$ cat config.mk
export PLATFORM = sky130hd
export DESIGN_NAME = pulse_interval_rate_meter
export DESIGN_NICKNAME = d
export VERILOG_FILES = /design/src/sv/pirm_pkg.sv /design/src/sv/pulse_interval_rate_meter.sv /design/src/sv/pirm_cfg.sv /design/src/sv/pirm_div.sv
export SDC_FILE = /design/constraint.sdc
export NUM_CORES = 1
export LEC_CHECK = 0
export BUFFER_PORTS_ARGS = -buffer_cell sky130_fd_sc_hd__buf_2
export CAP_MARGIN = 5
export CORE_MARGIN = 5
export CORE_UTILIZATION = 55
export DETAILED_ROUTE_END_ITERATION = 10
export GPL_TIMING_DRIVEN = 1
export PLACE_DENSITY_LB_ADDON = 0.25
export SYNTH_ARGS = -nofsm -noshare
export SYNTH_HDL_FRONTEND = slang
export SYNTH_HIERARCHICAL = 1
export SYNTH_SLANG_ARGS = --single-unit
$ cat constraint.sdc
create_clock -name clk -period 6.25 [get_ports clk]
set_input_delay 0 -clock clk [delete_from_list [all_inputs] [get_ports clk]]
set_output_delay 0 -clock clk [all_outputs]
set_load 0.005 [all_outputs]
$ cat src/sv/pirm_pkg.sv
package pirm_pkg;

	localparam int SAMPLE_BITS_DEF = 18;
	localparam int RAW_W = 24;
	localparam int TICK_W = 32;
	localparam int RATE_W = 12;
	localparam int STEP_W = 18;
	localparam int LIMIT_W = 8;
	localparam int QUOT_W = 20;
	localparam int CNT_W = $clog2(QUOT_W + 1);
	localparam int ADDR_W = 4;
	localparam int DATA_W = 32;

	localparam logic [QUOT_W-1:0] RATE_NUM_Q4 = 20'd960000;
	localparam logic [RATE_W-1:0] DEFAULT_Q4 = 12'd1200;

	localparam logic [STEP_W-1:0] RISE_STEP_RST = 18'd100;
	localparam logic [LIMIT_W-1:0] MIN_RATE_RST = 8'd40;
	localparam logic [LIMIT_W-1:0] MAX_RATE_RST = 8'd200;

	localparam logic [1:0] REG_RISE_STEP = 2'd0;
	localparam logic [1:0] REG_MIN_RATE = 2'd1;
	localparam logic [1:0] REG_MAX_RATE = 2'd2;

	localparam logic [1:0] SRC_DEFAULT = 2'd0;
	localparam logic [1:0] SRC_NONE = 2'd1;
	localparam logic [1:0] SRC_MEASURED = 2'd2;
	localparam logic [1:0] SRC_CLAMPED = 2'd3;

	typedef struct packed {
		logic [RAW_W-1:0] raw_sample;
		logic [TICK_W-1:0] tick_now;
	} sample_t;

	typedef struct packed {
		logic [RATE_W-1:0] rate_q4;
		logic beat_seen;
		logic [1:0] rate_source;
	} rate_t;

	typedef struct packed {
		logic [STEP_W-1:0] rise_step;
		logic [LIMIT_W-1:0] min_rate;
		logic [LIMIT_W-1:0] max_rate;
	} cfg_t;

	typedef struct packed {
		logic done;
		logic [QUOT_W-1:0] quot;
		logic rem_nz;
	} div_res_t;

endpackage

$ cat src/sv/pulse_interval_rate_meter.sv
// pulse interval rate meter: one rate word out for every sample word in
// sample channel: valid/ready, word carries raw_sample and tick_now (ms)
// rate channel: valid/ready, word carries rate_q4 (1/16 bpm), beat_seen,
// rate_source; exactly one rate word per sample word, in order
// apb port: rise_step at 0x0, min_rate at 0x4, max_rate at 0x8
// a sample with no beat, or a first beat / zero interval, has its rate
// word registered in res_q and then moved to the output register; the
// next sample is taken only once the word has moved there
// a measured beat runs a bit-serial restoring divider, one quotient bit
// per cycle over 20 bits; the quotient after the limit test goes to res_q
// and then to the output register, and only then is a new sample taken
// the output register holds a finished word while the receiver stalls;
// the next sample is still taken and worked, and waits for the register
// reset clears the previous sample and the stored beat tick to zero and
// loads rise_step 100, min_rate 40, max_rate 200; no clearing pass
module pulse_interval_rate_meter #(
	parameter int SAMPLE_BITS = pirm_pkg::SAMPLE_BITS_DEF
) (
	input logic clk,
	input logic arst_n,
	input logic sample_valid,
	output logic sample_ready,
	input pirm_pkg::sample_t sample,
	output logic rate_valid,
	input logic rate_ready,
	output pirm_pkg::rate_t rate,
	input logic psel,
	input logic penable,
	input logic pwrite,
	input logic [pirm_pkg::ADDR_W-1:0] paddr,
	input logic [pirm_pkg::DATA_W-1:0] pwdata,
	output logic [pirm_pkg::DATA_W-1:0] prdata,
	output logic pready
);

	localparam int SUM_W =
		((SAMPLE_BITS > pirm_pkg::STEP_W) ? SAMPLE_BITS : pirm_pkg::STEP_W) + 1;
	localparam int QW = pirm_pkg::QUOT_W;
	localparam int RW = pirm_pkg::RATE_W;

	pirm_pkg::cfg_t cfg;
	pirm_pkg::div_res_t div_res;

	logic [SAMPLE_BITS-1:0] prev_q;
	logic [pirm_pkg::TICK_W-1:0] last_tick_q;
	logic busy_q;
	logic div_run_q;
	pirm_pkg::rate_t res_q;
	pirm_pkg::rate_t out_q;
	logic out_valid_q;

	logic accept;
	logic [SAMPLE_BITS-1:0] smp;
	logic beat;
	logic [pirm_pkg::TICK_W-1:0] diff;
	logic need_div;
	logic xfer;
	logic [RW-1:0] hi;
	logic [RW-1:0] lo;
	pirm_pkg::rate_t direct;
	pirm_pkg::rate_t clamped;

	pirm_cfg u_cfg (
		.clk(clk),
		.arst_n(arst_n),
		.psel(psel),
		.penable(penable),
		.pwrite(pwrite),
		.paddr(paddr),
		.pwdata(pwdata),
		.prdata(prdata),
		.pready(pready),
		.cfg(cfg)
	);

	assign sample_ready = !busy_q;
	assign accept = sample_valid & sample_ready;
	assign smp = sample.raw_sample[SAMPLE_BITS-1:0];
	assign beat = SUM_W'(smp) > (SUM_W'(prev_q) + SUM_W'(cfg.rise_step));
	assign diff = sample.tick_now - last_tick_q;
	assign need_div = beat && (last_tick_q != '0) && (diff != '0);

	pirm_div u_div (
		.clk(clk),
		.arst_n(arst_n),
		.start(accept & need_div),
		.divisor(diff),
		.res(div_res)
	);

	always_comb begin
		if (!beat) begin
			direct.rate_q4 = pirm_pkg::DEFAULT_Q4;
			direct.beat_seen = 1'b0;
			direct.rate_source = pirm_pkg::SRC_DEFAULT;
		end else begin
			direct.rate_q4 = '0;
			direct.beat_seen = 1'b1;
			direct.rate_source = pirm_pkg::SRC_NONE;
		end
	end

	// ceiling test first, on the exact quotient
	always_comb begin
		hi = {cfg.max_rate, 4'b0000};
		lo = {cfg.min_rate, 4'b0000};
		clamped.beat_seen = 1'b1;
		priority if ((div_res.quot > QW'(hi)) ||
				((div_res.quot == QW'(hi)) && div_res.rem_nz)) begin
			clamped.rate_q4 = hi;
			clamped.rate_source = pirm_pkg::SRC_CLAMPED;
		end else if (div_res.quot < QW'(lo)) begin
			clamped.rate_q4 = lo;
			clamped.rate_source = pirm_pkg::SRC_CLAMPED;
		end else begin
			clamped.rate_q4 = div_res.quot[RW-1:0];
			clamped.rate_source = pirm_pkg::SRC_MEASURED;
		end
	end

	assign xfer = busy_q & !div_run_q & (!out_valid_q | rate_ready);

	always_ff @(posedge clk or negedge arst_n) begin
		if (!arst_n) begin
			prev_q <= '0;
			last_tick_q <= '0;
			busy_q <= 1'b0;
			div_run_q <= 1'b0;
			out_valid_q <= 1'b0;
		end else begin
			if (accept) begin
				prev_q <= smp;
				if (beat) begin
					last_tick_q <= sample.tick_now;
				end
				busy_q <= 1'b1;
				div_run_q <= need_div;
			end else if (div_res.done) begin
				div_run_q <= 1'b0;
			end else if (xfer) begin
				busy_q <= 1'b0;
			end
			if (xfer) begin
				out_valid_q <= 1'b1;
			end else if (rate_ready) begin
				out_valid_q <= 1'b0;
			end
		end
	end

	always_ff @(posedge clk) begin
		if (accept) begin
			res_q <= direct;
		end else if (div_res.done) begin
			res_q <= clamped;
		end
		if (xfer) begin
			out_q <= res_q;
		end
	end

	assign rate_valid = out_valid_q;
	assign rate = out_q;

	a_done_in_run: assert property (@(posedge clk) disable iff (!arst_n)
		div_res.done |-> div_run_q)
		else $error("divider finished with no division pending");

	a_src_beat: assert property (@(posedge clk) disable iff (!arst_n)
		out_valid_q |-> ((out_q.rate_source == pirm_pkg::SRC_DEFAULT) == !out_q.beat_seen))
		else $error("rate source disagrees with beat flag");

	a_meas_range: assert property (@(posedge clk) disable iff (!arst_n)
		(out_valid_q && (out_q.rate_source == pirm_pkg::SRC_MEASURED)) |->
		((out_q.rate_q4 <= {cfg.max_rate, 4'b0000}) &&
		(out_q.rate_q4 >= {cfg.min_rate, 4'b0000})))
		else $error("measured rate outside the limits");

	a_out_from_work: assert property (@(posedge clk) disable iff (!arst_n)
		$rose(out_valid_q) |-> $past(busy_q) && !$past(div_run_q))
		else $error("rate word with no finished sample behind it");

	a_busy_clears: assert property (@(posedge clk) disable iff (!arst_n)
		$fell(busy_q) |-> $rose(out_valid_q) || ($past(rate_ready) && out_valid_q))
		else $error("sample dropped without a rate word");

endmodule

$ cat src/sv/pirm_cfg.sv
module pirm_cfg (
	input logic clk,
	input logic arst_n,
	input logic psel,
	input logic penable,
	input logic pwrite,
	input logic [pirm_pkg::ADDR_W-1:0] paddr,
	input logic [pirm_pkg::DATA_W-1:0] pwdata,
	output logic [pirm_pkg::DATA_W-1:0] prdata,
	output logic pready,
	output pirm_pkg::cfg_t cfg
);

	logic [pirm_pkg::STEP_W-1:0] rise_step_q;
	logic [pirm_pkg::LIMIT_W-1:0] min_rate_q;
	logic [pirm_pkg::LIMIT_W-1:0] max_rate_q;
	logic [1:0] idx;
	logic wr;

	assign pready = 1'b1;
	assign idx = paddr[3:2];
	assign wr = psel & penable & pwrite & pready;

	always_ff @(posedge clk or negedge arst_n) begin
		if (!arst_n) begin
			rise_step_q <= pirm_pkg::RISE_STEP_RST;
			min_rate_q <= pirm_pkg::MIN_RATE_RST;
			max_rate_q <= pirm_pkg::MAX_RATE_RST;
		end else if (wr) begin
			unique case (idx)
				pirm_pkg::REG_RISE_STEP: rise_step_q <= pwdata[pirm_pkg::STEP_W-1:0];
				pirm_pkg::REG_MIN_RATE: min_rate_q <= pwdata[pirm_pkg::LIMIT_W-1:0];
				pirm_pkg::REG_MAX_RATE: max_rate_q <= pwdata[pirm_pkg::LIMIT_W-1:0];
				default: ;
			endcase
		end
	end

	always_comb begin
		unique case (idx)
			pirm_pkg::REG_RISE_STEP:
				prdata = pirm_pkg::DATA_W'(rise_step_q);
			pirm_pkg::REG_MIN_RATE:
				prdata = pirm_pkg::DATA_W'(min_rate_q);
			pirm_pkg::REG_MAX_RATE:
				prdata = pirm_pkg::DATA_W'(max_rate_q);
			default:
				prdata = '0;
		endcase
	end

	assign cfg.rise_step = rise_step_q;
	assign cfg.min_rate = min_rate_q;
	assign cfg.max_rate = max_rate_q;

endmodule

$ cat src/sv/pirm_div.sv
module pirm_div (
	input logic clk,
	input logic arst_n,
	input logic start,
	input logic [pirm_pkg::TICK_W-1:0] divisor,
	output pirm_pkg::div_res_t res
);

	localparam int QW = pirm_pkg::QUOT_W;
	localparam int DW = pirm_pkg::TICK_W;

	// dividend bits shift out at the top, quotient bits shift in at the bottom
	logic [QW-1:0] dvd_q;
	logic [DW-1:0] rem_q;
	logic [DW-1:0] divisor_q;
	logic [pirm_pkg::CNT_W-1:0] cnt_q;
	logic run_q;
	logic done_q;

	logic [DW:0] rem_sh;
	logic [DW:0] sub;
	logic fit;
	logic [DW-1:0] rem_d;

	always_comb begin
		rem_sh = {rem_q, dvd_q[QW-1]};
		sub = rem_sh - {1'b0, divisor_q};
		fit = rem_sh >= {1'b0, divisor_q};
		rem_d = fit ? sub[DW-1:0] : rem_sh[DW-1:0];
	end

	always_ff @(posedge clk or negedge arst_n) begin
		if (!arst_n) begin
			run_q <= 1'b0;
			done_q <= 1'b0;
			cnt_q <= '0;
		end else begin
			done_q <= 1'b0;
			if (start) begin
				run_q <= 1'b1;
				cnt_q <= pirm_pkg::CNT_W'(QW);
			end else if (run_q) begin
				cnt_q <= cnt_q - 1'b1;
				if (cnt_q == pirm_pkg::CNT_W'(1)) begin
					run_q <= 1'b0;
					done_q <= 1'b1;
				end
			end
		end
	end

	always_ff @(posedge clk) begin
		if (start) begin
			dvd_q <= pirm_pkg::RATE_NUM_Q4;
			rem_q <= '0;
			divisor_q <= divisor;
		end else if (run_q) begin
			dvd_q <= {dvd_q[QW-2:0], fit};
			rem_q <= rem_d;
		end
	end

	assign res.done = done_q;
	assign res.quot = dvd_q;
	assign res.rem_nz = |rem_q;

endmodule

---- Yosys cells after proc, flatten, opt, wreduce, memory -nomap -nowiden ----
Cells that the tools add are included.
storage, ports and cells
  bits in registers ....................... 208
  input port bits ......................... 99
  logic and storage cells ................. 84
cells by class
  add/sub/neg operators ................... 4
  $lt $le $gt $ge ......................... 4
  eq/ne operators ......................... 5
  muxes and demuxes ....................... 24
  bitwise logic cells ..................... 7
  reduce and logical (&&, ||, !) cells .... 20
operator list
  kind                                              number
  nonzero test 32 bit                               2
  subtractor 32 bit                                 2
  one-hot mux 18 bit (3 select lines)               1
  greater-or-equal comparator 33 x 32 -> 1 bit      1
  two-way mux 32 bit                                1
  OR reduction 32 bit                               1
  two-way mux 15 bit                                2
  two-way mux 12 bit                                2
  == test 20 x 12 -> 1 bit                          1
  greater-than comparator 20 x 12 -> 1 bit          1
  < comparator 20 x 12 -> 1 bit                     1
  adder 18 x 18 -> 19 bit                           1
  greater-than comparator 18 x 19 -> 1 bit          1
  two-way mux 1 bit                                 15
  two-way mux 14 bit                                1
  two-way mux 5 bit                                 2
  AND reduction 2 bit                               5
  nonzero test 2 bit                                4
  AND 1 bit                                         6
  == test 5 x 1 -> 1 bit, second input constant     1
  subtractor 5 x 1 -> 5 bit, second input constant  1
  logical AND 1 bit                                 3
  logical NOT 1 bit                                 3
  == test 2 x 1 -> 1 bit, second input constant     1
  other kinds (5)                                   5

---- Logic depth before layout (Yosys ltp) ----
  depth in word-level cells ............... 6
  mapped depth ............................ 26
  depth with buffers taken out ............ 23

---- Cells and area by module ----
The synthesis kept the hierarchy.
by module, submodules not included
  module                     times used  cells an instance  area an instance (sq um)
  pulse_interval_rate_meter  1           811                7190.6
  pirm_div                   1           621                5566.6
  pirm_cfg                   1           129                1692.9

---- Least setup slack after synthesis ----
OpenSTA, ideal clock, no wires.
  path kind ............................... register to register
  start point ............................. reg u_cfg/rise_step_q[0] (netlist bit)
  end point ............................... reg u_div.rem_q[21]
  data arrival time ....................... 6126 ps
  data required time ...................... 6105 ps
  setup slack ............................. -21 ps
  stages on the path, launching flop included .. 26
  clock period less this slack ............ 6271 ps
  path through ............................ dfrtp_1 > ha_1 > fa_1 > a21o_1 > a21oi_1 > o21bai_1 > a41o_1 > o2111ai_1 > nand2_1 > a21o_1 > a21oi_1 > xor2_1 > ha_1 > and4_1 > nand3_1 > o41ai_1 > nor4_1 > o211ai_1 > or2_1 > buf_2 > buf_2 > nor2_1 > o21a_1 > dlygate4sd1_1 > dlygate4sd3_1 > a311oi_1
between the ends
  word-level cells in the longest chain between the ends .. 5
ends and longest elaborated chain
  what                                      line                             source
  from (decl)                               pirm_cfg.sv:14                   logic [pirm_pkg::STEP_W-1:0] rise_step_q;
  from (signal assigned)                    pirm_cfg.sv:26                   rise_step_q <= pirm_pkg::RISE_STEP_RST;
  from (signal assigned)                    pirm_cfg.sv:31                   pirm_pkg::REG_RISE_STEP: rise_step_q <= pwdata[pirm_pkg::STEP_W-1:0];
  adder 18 x 18 -> 19 bit                   pulse_interval_rate_meter.sv:79  assign beat = SUM_W'(smp) > (SUM_W'(prev_q) + SUM_W'(cfg.rise_step));
  greater-than comparator 18 x 19 -> 1 bit  pulse_interval_rate_meter.sv:79
  logical AND 1 bit (2 in a row)            pulse_interval_rate_meter.sv:81  assign need_div = beat && (last_tick_q != '0) && (diff != '0);
  AND 1 bit                                 pulse_interval_rate_meter.sv:86  .start(accept & need_div),
  to (signal assigned)                      pirm_div.sv:59                   rem_q <= rem_d;
  to (decl)                                 pirm_div.sv:14                   logic [DW-1:0] rem_q;
Every way passes these cells.
A chain may end at the register's enable or synchronous reset.

---- Worst setup path after layout ----
  start point ............................. reg u_cfg/rise_step_q[0] (netlist bit)
  end point ............................... reg u_div.rem_q[28]
The elaborated chain is that of the path after synthesis.

==> metrics.yaml <==
run_status:
  status: "finished, final reports clean"
run:
  maxCapViolations: 0
global_routing:
  overflow: 0
  grt_start_max_net_pins: 84
  grt.busiest_layer: "met2"
  grt.total_usage_pct: 23.6
  use_met3_pct: 2.67
  antenna_found_initial: 0
  grt_use_met2_pct: 38.7
  grt_util_met1_pct: 33.4
  grt_pass1_vias: 11766
  grt_pass1_wl_um: 58300
route:
  wl_per_cell_um: 17.2
  drc: 0
  totalWireLength_um: 35300
  dr.first_iter.drc_count: 952
  num_vias: 12085
  dr.pass1.iters: 6
  routed_via_density: 5.88
  antenna_left: 0
logic_synthesis:
  yosysSeqAreaShare_pct: 36.4
  synthMuxAreaShare_pct: 7.74
  synth_top_family_by_area: "simple AND/OR/NAND/NOR gates"
  yosys.area.top_type: "dfrtp_1"
  synth_top_area_share_pct: 14.9
  synth-adder-area-share_pct: 10.5
  postSynthAreaPerCell_um2: 9.26
  synth_seq_cells: 208
  yosys.area_share.simple_pct: 17.9
  postSynth.asyncResetShare_pct: 45.2
  synthFlopType: "dfrtp_1"
  synthXorXnorAreaFrac_pct: 3.88
  synth_area_leaders: "dfrtp_1 (15%), edfxtp_1 (13%), ha_1 (10%), dfxtp_1 (7.2%), nand2_1 (4.4%)"
  syn_inst: 1561
  synthesis.area_mm2: 0.0145
  ys_warn_count: 6
  synth-edff-count: 62
  synth_cell_types: 99
  synth_compound_gate_area_share_pct: 17.2
power:
  ir_drop_uv: 346
  power.density_mw_per_mm2: 553
  leakage_nw: 7.39
worst_setup_path:
  crit_fanout: 19
  required_ps: 6690
  r2r_slack_ps: 630
  critPathKind: "reg2reg"
  arrival_ps: 6050
  r2r_end: "u_div/rem_q[28]"
  end_kind: "register"
  worstReg2RegStart: "u_cfg/rise_step_q[0]"
  start_kind: "register"
  reg2regPathDepth: 23
sta:
  setup_viol: 0
  layout_min_cycle_time_ps: 5620
  fin_crit_sh_pct: 89.9
  worst_pin_slew_ps: 1240
  slew_violations: 0
  setup_tns_ps: 0
  skew_ps: 14.8
  rsz0062_at_grt: "false"
  hold_viol: 0
  clock.fmax_mhz: 178
  relSlewSlack_pct: 16.9
floorplanning:
  start_util_pct: 55.6
  die_area_mm2: 0.0296
  coreArea_mm2: 0.0260
  chipHeight_um: 172
  die_w_um: 172
  std_cell_rows: 59
  ios: 149
layout:
  drive_gt1_share_pct: 14.3
  syn_to_final_growth_pct: 14.5
  layout_commonest_cell: "nand2_1"
  finish.utilization_pct: 63.7
  num_antenna_cells: 0
  final_cell_mix: "nand2_1 (170), ha_1 (116), nor2_1 (110), buf_2 (110), inv_1 (107)"
  nets: 1922
cts:
  cts_tree: "built"
  cts_setup_buffers: 0
  cts_buffer_depth: 3
  clk_pin_slew_worst_paths_ps: 60
  cts_htree_levels: 1
  cts.sink_count: 208
  root_buffer: "clkbuf_16"
  cts_buffers: 24
  clk_latency_ps: 520
hold_path:
  hp-start: "penable"
  holdPathStages: 4
  worstHoldPathType: "in2reg"
  min_to: "u_cfg/max_rate_q[5]"
placement:
  hpwlAfterDp_um: 25400
  portBuffers: 111
  gp_congestion: 0.983
-- where the power goes --
part	leakage, nW	switching [mW]	internal, mW	total (mW)
sequential	2.13	0.468	2.09	2.55
combinational	4.86	3.01	2.16	5.17
clock	0.397	0.557	0.866	1.42
-- cell type report --
type / count / area [um^2]
timing repair buffer: 188 / 1320
inverter: 107 / 402
clock inverter: 9 / 109
clock buffer: 35 / 706
sequential: 208 / 5270
tap: 335 / 419
fill: 2157 / 9440
multi-input combinational: 1175 / 8320
-- through the flow --
stage               hold WS [ps]  instance area [um^2]  std cells  worst slack, ps  total power [mW]
finish                      34.8                 16500       2057              634              9.15
global route                31.1                 16500       2057              197              9.93
CTS                         9.21                 16500       2057              647              9.11
detailed placement          41.1                 15000       1943              676              7.61
global placement            36.6                 15000       1943              837              7.48
floorplan                   -296                 14500       1574              314              6.52
-- worst max path at each step --
stage	from	cells after the start	to	slack, ps
final	u_cfg/rise_step_q[0]	23	u_div/rem_q[28]	630
after global routing	u_cfg/rise_step_q[0]	23	u_div/rem_q[28]	200
after CTS	u_cfg/rise_step_q[0]	23	u_div/rem_q[28]	650
after detailed placement	u_cfg/rise_step_q[0]	23	u_div/rem_q[28]	680
after global placement	u_cfg/rise_step_q[0]	23	u_div/rem_q[28]	840
after floorplan	u_cfg/rise_step_q[0]	25	u_div/rem_q[21]	310
-- cells by family (layout without fill, tap and decap cells) --
logic type	count (synthesis)	after routing
AO/OA/AOI/OAI	361	361
XOR/XNOR	64	64
adder cells (fa/ha/maj)	119	119
buffers and inverters	191	339
flip-flops	208	208
multiplexers	103	103
other	2	15
AND/OR/NAND/NOR	513	513
-- layer usage --
metal | vias to the layer above | wire length (um)
met2 | 349 | 16300
met4 | 0 | 890
li1 | 5933 | -
met1 | 5729 | 16300
met3 | 74 | 1830
met5 | - | 0
-- worst max-delay path, cell delays in order (launching register included) --
cell	delay (ps)
dfrtp_1	390
ha_1	230
fa_1	410
a21o_1	180
a21oi_1	220
o21bai_1	120
a41o_1	280
o2111ai_1	280
nand2_1	130
a21o_1	190
a21oi_1	180
xor2_1	90
ha_1	290
and4_1	190
nand3_1	110
o41ai_1	370
nor4_1	80
o211ai_1	290
or2_1	200
nor2_1	50
o21a_2	150
inv_1	480
nand3_1	350
o221ai_1	250
-- cell usage after synthesis (all sizes together), types with 34 or more instances --
| library cell | count |
|---|---|
| nand2 | 170 |
| a21o | 35 |
| buf | 53 |
| ha | 116 |
| nand4 | 34 |
| mux2 | 70 |
| edfxtp | 62 |
| a21oi | 89 |
| o21ai | 74 |
| nor2 | 110 |
| dfxtp | 52 |
| xnor2 | 39 |
| dfrtp | 86 |
| inv | 107 |
-- flip-flops by register name, indices dropped and copies added (netlist names), 15 cells and up --
signal             count
res_q                 15
u_div/rem_q           32
u_div/dvd_q           20
u_cfg/rise_step_q     18
u_div/divisor_q       32
rate                  15
last_tick_q           32
prev_q                18
-- timing repair --
action / CTS / global route
gates resized for setup: 0 / 0
hold buffers: 70 / 0
hold endpoints to repair: 126 / 0
Power figures use the tool's default switching activity.
